==> config.mk <==
export PLATFORM = sky130hd
export DESIGN_NAME = bitmap_slot_allocator
export DESIGN_NICKNAME = d
export VERILOG_FILES = /design/src/rtl/core/bsa_pkg.sv /design/src/rtl/core/bitmap_slot_allocator.sv /design/src/rtl/core/bsa_map_mem.sv /design/src/rtl/core/bsa_ctrl.sv
export SDC_FILE = /design/constraint.sdc
export NUM_CORES = 2
export LEC_CHECK = 0
export BUFFER_PORTS_ARGS = -buffer_cell sky130_fd_sc_hd__buf_2
export CAP_MARGIN = 20
export CELL_PAD_IN_SITES_DETAIL_PLACEMENT = 1
export CELL_PAD_IN_SITES_GLOBAL_PLACEMENT = 1
export CORE_MARGIN = 1
export CORE_UTILIZATION = 60
export DETAILED_ROUTE_END_ITERATION = 8
export PLACE_DENSITY_LB_ADDON = 0.2
export SETUP_SLACK_MARGIN = 0.2
export SYNTH_ARGS = -nofsm -noshare
export SYNTH_HDL_FRONTEND = slang
export SYNTH_HIERARCHICAL = 1
export SYNTH_SLANG_ARGS = --single-unit
export TNS_END_PERCENT = 20
==> constraint.sdc <==
create_clock -name clk_i -period 9 [get_ports clk_i]
set_input_delay 1.8 -clock clk_i [delete_from_list [all_inputs] [get_ports clk_i]]
set_output_delay 1.8 -clock clk_i [all_outputs]
set_load 0.005 [all_outputs]
==> src/rtl/core/bsa_pkg.sv <==
// Shared types, constants and helpers for the bitmap slot allocator.
package bsa_pkg;

  localparam int unsigned WordBits  = 32;
  localparam int unsigned MaxWords  = 32;
  localparam int unsigned AddrW     = $clog2(MaxWords);
  localparam int unsigned OffW      = $clog2(WordBits);
  localparam int unsigned SlotW     = 10;
  localparam int unsigned CfgW      = 6;
  localparam int unsigned WordCntW  = AddrW + 1;

  typedef enum logic [1:0] {
    KindTest = 2'd0,
    KindFind = 2'd1,
    KindMark = 2'd2,
    KindFree = 2'd3
  } kind_e;

  typedef enum logic [2:0] {
    ErrNone  = 3'd0,
    ErrRange = 3'd1,
    ErrUsed  = 3'd2,
    ErrFree  = 3'd3,
    ErrFull  = 3'd4
  } err_e;

  typedef enum logic {
    StIdle,
    StWork
  } state_e;

  typedef struct packed {
    kind_e             kind;
    logic [SlotW-1:0]  bit_index;
  } req_t;

  typedef struct packed {
    logic              ok;
    logic              bit_value;
    logic [SlotW-1:0]  found_index;
    err_e              error;
  } rsp_t;

  typedef struct packed {
    logic                rd_en;
    logic [AddrW-1:0]    rd_addr;
    logic                wr_en;
    logic [AddrW-1:0]    wr_addr;
    logic [WordBits-1:0] wr_data;
  } mem_req_t;

  // lowest clear bit of a word; 0 when the word is all ones
  function automatic logic [OffW-1:0] lowest_zero(input logic [WordBits-1:0] w);
    logic [OffW-1:0] pos;
    pos = '0;
    for (int k = WordBits - 1; k >= 0; k--) begin
      if (!w[k]) begin
        pos = OffW'(k);
      end
    end
    return pos;
  endfunction

endpackage

==> src/rtl/core/bitmap_slot_allocator.sv <==
// Test/mark/free read the addressed bitmap word, then retire into the result register.
// Find scans one bitmap word per cycle, up to words_in_use words (capped at 32).
// One request at a time; the next beat is taken the cycle after retiring.
// Reset: map reads all free at once (per-word valid bits), words_in_use=32.
// Top level of the bitmap slot allocator.
module bitmap_slot_allocator (
  input  logic                         clk_i,
  input  logic                         rst_ni,
  input  logic                         cfg_we_i,
  input  logic [bsa_pkg::CfgW-1:0]     cfg_wdata_i,
  input  logic                         in_valid_i,
  output logic                         in_ready_o,
  input  bsa_pkg::req_t                in_data_i,
  output logic                         out_valid_o,
  input  logic                         out_ready_i,
  output bsa_pkg::rsp_t                out_data_o
);
  import bsa_pkg::*;

  logic [CfgW-1:0]     words_q;
  logic [WordCntW-1:0] nwords;
  mem_req_t            mem_req;
  logic [WordBits-1:0] rd_data;

  always_ff @(posedge clk_i or negedge rst_ni) begin
    if (!rst_ni) begin
      words_q <= CfgW'(MaxWords);
    end else if (cfg_we_i) begin
      words_q <= cfg_wdata_i;
    end
  end

  assign nwords = (words_q > CfgW'(MaxWords)) ? WordCntW'(MaxWords) : WordCntW'(words_q);

  bsa_ctrl u_ctrl (
    .clk_i       (clk_i),
    .rst_ni      (rst_ni),
    .nwords_i    (nwords),
    .in_valid_i  (in_valid_i),
    .in_ready_o  (in_ready_o),
    .in_data_i   (in_data_i),
    .out_valid_o (out_valid_o),
    .out_ready_i (out_ready_i),
    .out_data_o  (out_data_o),
    .mem_req_o   (mem_req),
    .rd_data_i   (rd_data)
  );

  bsa_map_mem u_mem (
    .clk_i     (clk_i),
    .rst_ni    (rst_ni),
    .req_i     (mem_req),
    .rd_data_o (rd_data)
  );

`ifndef SYNTHESIS
  a_busy_after_accept: assert property (@(posedge clk_i) disable iff (!rst_ni)
    in_valid_i && in_ready_o |=> !in_ready_o)
    else $error("ready while a request is in flight");

  a_ok_matches_error: assert property (@(posedge clk_i) disable iff (!rst_ni)
    out_valid_o |-> (out_data_o.ok == (out_data_o.error == ErrNone)))
    else $error("ok flag disagrees with error code");

  a_bitval_needs_ok: assert property (@(posedge clk_i) disable iff (!rst_ni)
    out_valid_o && out_data_o.bit_value |-> out_data_o.ok)
    else $error("bit value set on a failed request");

  a_no_write_in_read: assert property (@(posedge clk_i) disable iff (!rst_ni)
    mem_req.wr_en |-> !mem_req.rd_en && !in_ready_o)
    else $error("map write overlaps a read or idle state");
`endif

endmodule

==> src/rtl/core/bsa_map_mem.sv <==
// Bitmap word store with per-word valid bits and a registered read port.
module bsa_map_mem (
  input  logic                            clk_i,
  input  logic                            rst_ni,
  input  bsa_pkg::mem_req_t               req_i,
  output logic [bsa_pkg::WordBits-1:0]    rd_data_o
);
  import bsa_pkg::*;

  logic [WordBits-1:0] mem [MaxWords];
  logic [MaxWords-1:0] valid_q;
  logic [WordBits-1:0] rd_data_q;

  always_ff @(posedge clk_i) begin
    if (req_i.wr_en) begin
      mem[req_i.wr_addr] <= req_i.wr_data;
    end
  end

  always_ff @(posedge clk_i or negedge rst_ni) begin
    if (!rst_ni) begin
      valid_q   <= '0;
      rd_data_q <= '0;
    end else begin
      if (req_i.wr_en) begin
        valid_q[req_i.wr_addr] <= 1'b1;
      end
      if (req_i.rd_en) begin
        rd_data_q <= valid_q[req_i.rd_addr] ? mem[req_i.rd_addr] : '0;
      end
    end
  end

  assign rd_data_o = rd_data_q;

endmodule

==> src/rtl/core/bsa_ctrl.sv <==
// Request sequencer: word scan, slot test/mark/free and the result register.
module bsa_ctrl (
  input  logic                           clk_i,
  input  logic                           rst_ni,
  input  logic [bsa_pkg::WordCntW-1:0]   nwords_i,
  input  logic                           in_valid_i,
  output logic                           in_ready_o,
  input  bsa_pkg::req_t                  in_data_i,
  output logic                           out_valid_o,
  input  logic                           out_ready_i,
  output bsa_pkg::rsp_t                  out_data_o,
  output bsa_pkg::mem_req_t              mem_req_o,
  input  logic [bsa_pkg::WordBits-1:0]   rd_data_i
);
  import bsa_pkg::*;

  state_e            state_q, state_d;
  req_t              req_q, req_d;
  logic [AddrW-1:0]  word_q, word_d;
  logic              out_valid_q, out_valid_d;
  rsp_t              out_q, out_d;

  logic              done;
  rsp_t              res;
  logic              used;
  logic [WordBits-1:0] mask;

  always_ff @(posedge clk_i or negedge rst_ni) begin
    if (!rst_ni) begin
      state_q     <= StIdle;
      out_valid_q <= 1'b0;
    end else begin
      state_q     <= state_d;
      out_valid_q <= out_valid_d;
    end
  end

  always_ff @(posedge clk_i) begin
    req_q  <= req_d;
    word_q <= word_d;
    out_q  <= out_d;
  end

  assign mask = WordBits'(1) << req_q.bit_index[OffW-1:0];
  assign used = (rd_data_i & mask) != '0;

  always_comb begin
    state_d     = state_q;
    req_d       = req_q;
    word_d      = word_q;
    out_valid_d = out_valid_q && !out_ready_i;
    out_d       = out_q;
    in_ready_o  = 1'b0;
    mem_req_o   = '0;
    done        = 1'b0;
    res         = '0;
    res.error   = ErrNone;

    unique case (state_q)
      StIdle: begin
        in_ready_o = 1'b1;
        if (in_valid_i) begin
          req_d             = in_data_i;
          word_d            = '0;
          mem_req_o.rd_en   = 1'b1;
          mem_req_o.rd_addr = (in_data_i.kind == KindFind) ?
                              '0 : in_data_i.bit_index[SlotW-1:OffW];
          state_d           = StWork;
        end
      end
      StWork: begin
        if (req_q.kind == KindFind) begin
          if (nwords_i == '0) begin
            res.error = ErrFull;
            done      = 1'b1;
          end else if (rd_data_i != '1) begin
            res.ok          = 1'b1;
            res.found_index = {word_q, lowest_zero(rd_data_i)};
            done            = 1'b1;
          end else if ({1'b0, word_q} + WordCntW'(1) >= nwords_i) begin
            res.error = ErrFull;
            done      = 1'b1;
          end else begin
            word_d            = word_q + AddrW'(1);
            mem_req_o.rd_en   = 1'b1;
            mem_req_o.rd_addr = word_q + AddrW'(1);
          end
        end else begin
          done = 1'b1;
          if ({1'b0, req_q.bit_index} >= {nwords_i, {OffW{1'b0}}}) begin
            res.error = ErrRange;
          end else begin
            case (req_q.kind)
              KindTest: begin
                res.ok        = 1'b1;
                res.bit_value = used;
              end
              KindMark: begin
                if (used) begin
                  res.error = ErrUsed;
                end else begin
                  res.ok            = 1'b1;
                  mem_req_o.wr_data = rd_data_i | mask;
                end
              end
              default: begin
                if (!used) begin
                  res.error = ErrFree;
                end else begin
                  res.ok            = 1'b1;
                  mem_req_o.wr_data = rd_data_i & ~mask;
                end
              end
            endcase
          end
        end
        // retire only when the result register is free; read data holds meanwhile
        if (done && (!out_valid_q || out_ready_i)) begin
          out_valid_d       = 1'b1;
          out_d             = res;
          mem_req_o.wr_en   = res.ok && (req_q.kind == KindMark || req_q.kind == KindFree);
          mem_req_o.wr_addr = req_q.bit_index[SlotW-1:OffW];
          state_d           = StIdle;
        end
      end
      default: begin
        state_d = StIdle;
      end
    endcase
  end

  assign out_valid_o = out_valid_q;
  assign out_data_o  = out_q;

endmodule
# After elaboration in Yosys (flattened, before gate mapping)
# Memories as Yosys holds them, arrays and structs flattened.
# Index checks and enable logic that the tools add are counted.
op_classes:
  mux: 87
  bitwise_logic: 25
  n_addsub: 2
  reduce_logical: 21
  n_shift: 1
  order_cmp: 6
  multipliers: 0
  div_mod_pow: 0
  n_eq_ne: 10
op_table:
  columns: ["operator", "count"]
  rows:
  - ["2-to-1 mux 32 bit", 5]
  - ["2-to-1 mux 5 bit", 22]
  - ["AND 32 bit", 2]
  - ["OR 32 bit", 2]
  - ["one-hot mux 32 bit (2 select lines)", 1]
  - ["2-to-1 mux 6 bit", 7]
  - ["2-to-1 mux 38 bit", 1]
  - ["2-to-1 mux 4 bit", 8]
  - ["inequality test 32 bit, second input constant", 1]
  - ["NOT 32 bit", 1]
  - ["nonzero test 32 bit", 1]
  - ["left shift 1 x 5 -> 32 bit, first input constant", 1]
  - ["2-to-1 mux 3 bit", 9]
  - ["2-to-1 mux 1 bit", 22]
  - ["NOT 1 bit", 20]
  - ["OR reduction 19 bit", 1]
  - ["< comparator 5 x 6 -> 1 bit, second input constant", 2]
  - ["one-hot mux 6 bit (2 select lines)", 1]
  - ["greater-or-equal comparator 10 x 11 -> 1 bit", 1]
  - ["OR reduction 11 bit", 1]
  - ["2-to-1 mux 2 bit", 5]
  - ["inequality test 2 bit, second input constant", 5]
  - ["one-hot mux 5 bit (2 select lines)", 1]
  - ["OR reduction 7 bit", 1]
  - ["21 further kinds", 31]
word_totals:
  memories: 1
  in_bits: 23
  mem_bits_rw: 1024
  latch_bits: 0
  register_bits: 104
  rom_bits: 0
memory_table:
  columns: ["memory", "depth", "width", "read_ports", "rd_ports_with_merged_regs", "write_ports", "line_no", "source"]
  rows:
  - ["u_mem.mem", 32, 32, 1, 0, 1, "bsa_map_mem.sv:10", "logic [WordBits-1:0] mem [MaxWords];"]

# Depth between registers and ports, before layout
depth:
  ltp_word: 31
  mapped_depth: 19
  depth_no_buf: 15

# Hierarchy
# The synthesis kept the hierarchy.
modules_own_cells:
  columns: ["mod", "area_each_um2", "cells_per_inst", "seq_area_each_um2", "n_inst"]
  rows:
  - ["bsa_map_mem", 41416.0, 1786, 32351.0, 1]
  - ["bsa_ctrl", 3639.7, 436, 1011.0, 1]
  - ["bitmap_slot_allocator", 287.8, 19, 151.4, 1]

# Worst setup path before layout
# OpenSTA, ideal clock, no wires.
synth_path:
  path_kind: "input to register"
  start: "input port out_ready_i"
  end: "memory u_mem.mem[28][0] (enable)"
  path_stages: 7
  arrival_time_ns: 5.154
  slack_ns: 3.424
  cell_sequence: "nand2b_1 > nand2_1 > nor2_1 > o2111a_1 > or3b_2 > clkbuf_1 > nor2_1"
synth_rtl:
  columns: ["element", "line_no", "source"]
  rows:
  - ["start, declared", "bitmap_slot_allocator.sv:15", "input logic out_ready_i,"]
  - ["end, declared", "bsa_map_mem.sv:10", null]

==> results.yml <==
yosys:
  synth_ff_type: "edfxtp_1"
  synth_area_per_cell_um2: 20.23
  synth_common_cells: "edfxtp_1 (1,056), mux4_2 (284), mux2i_1 (78), a21oi_1 (75), nand2_1 (74)"
  synth.most_common_cell: "edfxtp_1"
  synth_cell_types: 69
  syn_inst: 2241
  synth_top_cell_by_area: "edfxtp_1"
  synth_area_um2: 45340
  synthArstFlopShare_pct: 6.383
  ys.warnings.count: 6
  synth_area_leaders: "edfxtp_1 (70%), mux4_2 (14%), dfrtp_1 (3.9%)"
  synth_nets: 2276
  yosys.area.top_type_share_pct: 69.93
  ys_seq_elements: 1128
  yosysSeqAreaShare_pct: 73.91
  synth-edff-count: 1056
timing:
  max_freq_ghz: 0.1639
  drv_slew: 0
  hold_viol: 0
  skew_ps: 33.03
  holdWs_ps: 472.0
  rsz0062_at_grt: "false"
  tightest_slew_ps: 1190
  fin_crit_sh_pct: 67.78
  relSlewSlack_pct: 20.65
  post-route-min-period_ps: 6100
  setup_viol: 0
  fin_setup_tns_ps: 0
finish:
  seq_area_um2: 33510
  finalNetCount: 2385
  fill_cells: 5904
  utilization_pct: 68.12
  drive_above_1_share_pct: 28.76
  syn2layout_area_growth_pct: 12.03
  multiInputGateArea_um2: 11240
  num_antenna_cells: 0
floorplanning:
  die_y_um: 276.9
  die_w_um: 276.9
  io_pins: 40
  core_um2: 74570
  initial_core_util_pct: 60.81
  dieArea_um2: 76680
  row_count: 100
global_route:
  grt_max_degree: 117
  grt_pass1_vias: 25710
  overflow: 0
  antenna_found_initial: 1
  grt_pass1_wl_um: 183900
  grt_usage_pct: 34.21
pwr:
  power_frac_clock_pct: 37.4
  ir_drop_mv: 0.1723
  swShare_pct: 26.15
  power_leakage_uw: 0.01689
  comb_power_share_pct: 13.6
  power_density_nw_per_um2: 249.9
  seqPwrFrac_pct: 49.0
  p_switching_uw: 3320
  p_int_uw: 9375
clock_tree:
  root_buffer: "clkbuf_16"
  cts_hold_buf: 0
  h-tree-depth: 3
  numCtsBuffers: 112
  clockBufferDepth: 3
  clk_transition_reported_paths_ps: 60
  cts_sinks: 1128
  postCtsSetupRepairBufs: 0
  cts_tree: "yes"
  post_cts_resized: 0
  clock_latency_ps: 700
critical_path:
  ff2ff_setup_slack_ps: 2900
  worstPathMaxFanout: 116
  startpoint_type: "flip-flop"
  arrival_ps: 6630
  r2r-end: "u_mem/rd_data_o[25]$_DFFE_PN0P_"
  worst_setup_path_end_kind: "flip-flop"
  crit_type: "flip-flop to flip-flop"
  worstReg2RegStart: "u_ctrl/word_q[0]$_SDFFCE_PN0P_"
  worstPathRequired_ps: 9530
  critPathCapture: "u_mem/rd_data_o[25]$_DFFE_PN0P_"
  reg2regPathDepth: 15
  path_cells: "nand3_1 > xor2_1 > inv_1 > ha_1 > a21oi_1 > o21a_1 > o21ai_0 > nor3_2 > nand2_1 > o21ai_4 > buf_12 > mux4_2 > mux4_2 > a21oi_1 > o22ai_1"
  crit_slowest_cell: "o21ai_4"
  critPathLaunch: "u_ctrl/word_q[0]$_SDFFCE_PN0P_"
  max_stage_delay_ps: 810
route:
  drt_iter0_drc: 3351
  via_per_inst: 7.133
  drc: 0
  routed_wl_um: 128200
  drtPass1Iterations: 5
  ant_nets: 0
  avgRoutedWirePerCell_um: 37.53
  vias: 24380
worst_hold_path:
  holdCritPathClass: "flip-flop to flip-flop"
  hold_path_depth: 1
placement:
  place.gp.congestion: 0.9023
  hpwl_um: 66460
  portBuffers: 39
flow_run:
  maxCapViolCount: 0
outcome:
  status: "completed"
[registers in the layout, indices dropped and copies added, names as in the netlist]
name and count:
u_ctrl/out_data_o 15, u_ctrl/out_valid_o 1, u_ctrl/req_q 12, u_ctrl/state_q 1
u_ctrl/word_q 5, u_mem/mem 1024, u_mem/rd_data_o 32, u_mem/valid_q 32
words_q 6
[metal layers]
| metal | global-route usage [%] | share of wire [%] | routed length [µm] | up-vias |
|---|---|---|---|---|
| met3 | 6.884 | 11 | 13570 | 332 |
| met2 | 52.89 | 47 | 60410 | 1676 |
| met4 | 13.52 | 4.3 | 5451 | 0 |
| met1 | 48.83 | 38 | 48800 | 12860 |
| met5 | 0 | 0 | 0 | - |
| li1 | - | - | - | 9506 |
[metrics by stage]
step | total power, µW | worst slack [ps] | area [µm²] | std cells
floorplan | 7380 | 3424 | 45340 | 2241
global placement | 7908 | 2943 | 47040 | 3204
detailed placement | 7994 | 2857 | 47040 | 3204
CTS | 12710 | 2942 | 50770 | 3416
global route | 13000 | 2540 | 50800 | 3417
finish | 12700 | 2900 | 50800 | 3417
[final cells by class]
type	count	share of cell area [%]
sequential	1128	65.98
multi-input combinational	929	22.12
clock buffer	146	5.971
tap	969	2.387
timing repair buffer	126	1.788
clock inverter	66	1.362
inverter	53	0.3916
[how the worst min path moves through the flow]
stage | startpoint | end | slack, ps
2_1_floorplan | u_mem/valid_q[12]$_DFFE_PN0P_ | u_mem/valid_q[12]$_DFFE_PN0P_ | 430
3_3_place_gp | u_mem/valid_q[23]$_DFFE_PN0P_ | u_mem/valid_q[23]$_DFFE_PN0P_ | 450
3_5_place_dp | u_mem/valid_q[31]$_DFFE_PN0P_ | u_mem/valid_q[31]$_DFFE_PN0P_ | 450
4_1_cts | u_mem/valid_q[14]$_DFFE_PN0P_ | u_mem/valid_q[14]$_DFFE_PN0P_ | 470
5_1_grt | u_mem/valid_q[14]$_DFFE_PN0P_ | u_mem/valid_q[14]$_DFFE_PN0P_ | 490
6_report | u_mem/valid_q[14]$_DFFE_PN0P_ | u_mem/valid_q[14]$_DFFE_PN0P_ | 470
[placed cells by master (no fill, tap or decap), drive strengths merged, types with 4 or more instances in the layout]
master / Yosys / layout
a211o: 4 / 4
a211oi: 5 / 5
a21oi: 75 / 75
a221oi: 16 / 16
a22o: 4 / 4
a31oi: 6 / 6
and2: 15 / 15
buf: 93 / 126
bufinv: 0 / 13
clkbuf: 38 / 146
clkinv: 1 / 49
dfrtp: 71 / 71
edfxtp: 1056 / 1056
ha: 12 / 12
inv: 52 / 54
mux2: 8 / 8
mux2i: 78 / 78
mux4: 284 / 284
nand2: 75 / 75
nand2b: 7 / 7
nand3: 49 / 49
nand3b: 10 / 10
nand4: 8 / 8
nor2: 57 / 57
nor2b: 13 / 13
nor3: 9 / 9
nor3b: 4 / 4
nor4: 5 / 5
o21ai: 20 / 20
o22ai: 62 / 62
o32a: 4 / 4
o32ai: 32 / 32
or2: 33 / 33
or3b: 4 / 4
[kinds of logic after synthesis]
logic type / after synthesis / share of synthesized area (%)
AOI/OAI and AO/OA: 245 / 4.089
xor gates and xnor gates: 3 / 0.05796
adders and majority gates: 12 / 0.3311
buffers and inverters: 184 / 2.086
DFF: 1128 / 73.91
muxes: 370 / 16.08
and+or+nand+nor: 299 / 3.449
[worst max-delay path, delay by kind of cell (launching register included)]
family / cells / cell delay (ps)
adders and majority gates: 1 / 310
buffers and inverters: 2 / 830
DFF: 1 / 510
xor gates and xnor gates: 1 / 370
muxes: 2 / 1120
and+or+nand+nor: 3 / 890
AOI/OAI and AO/OA: 6 / 1750
[power groups by stage]
| stage | combinational, µW | sequential, µW | clock [µW] |
|---|---|---|---|
| after floorplan | 1180 | 6200 | 0 |
| after global placement | 1610 | 6300 | 0 |
| after detailed placement | 1680 | 6310 | 0 |
| after CTS | 1710 | 6200 | 4800 |
| after global routing | 1810 | 6230 | 4960 |
| final | 1730 | 6220 | 4750 |
Note: power is estimated with default switching activity, not from simulation.
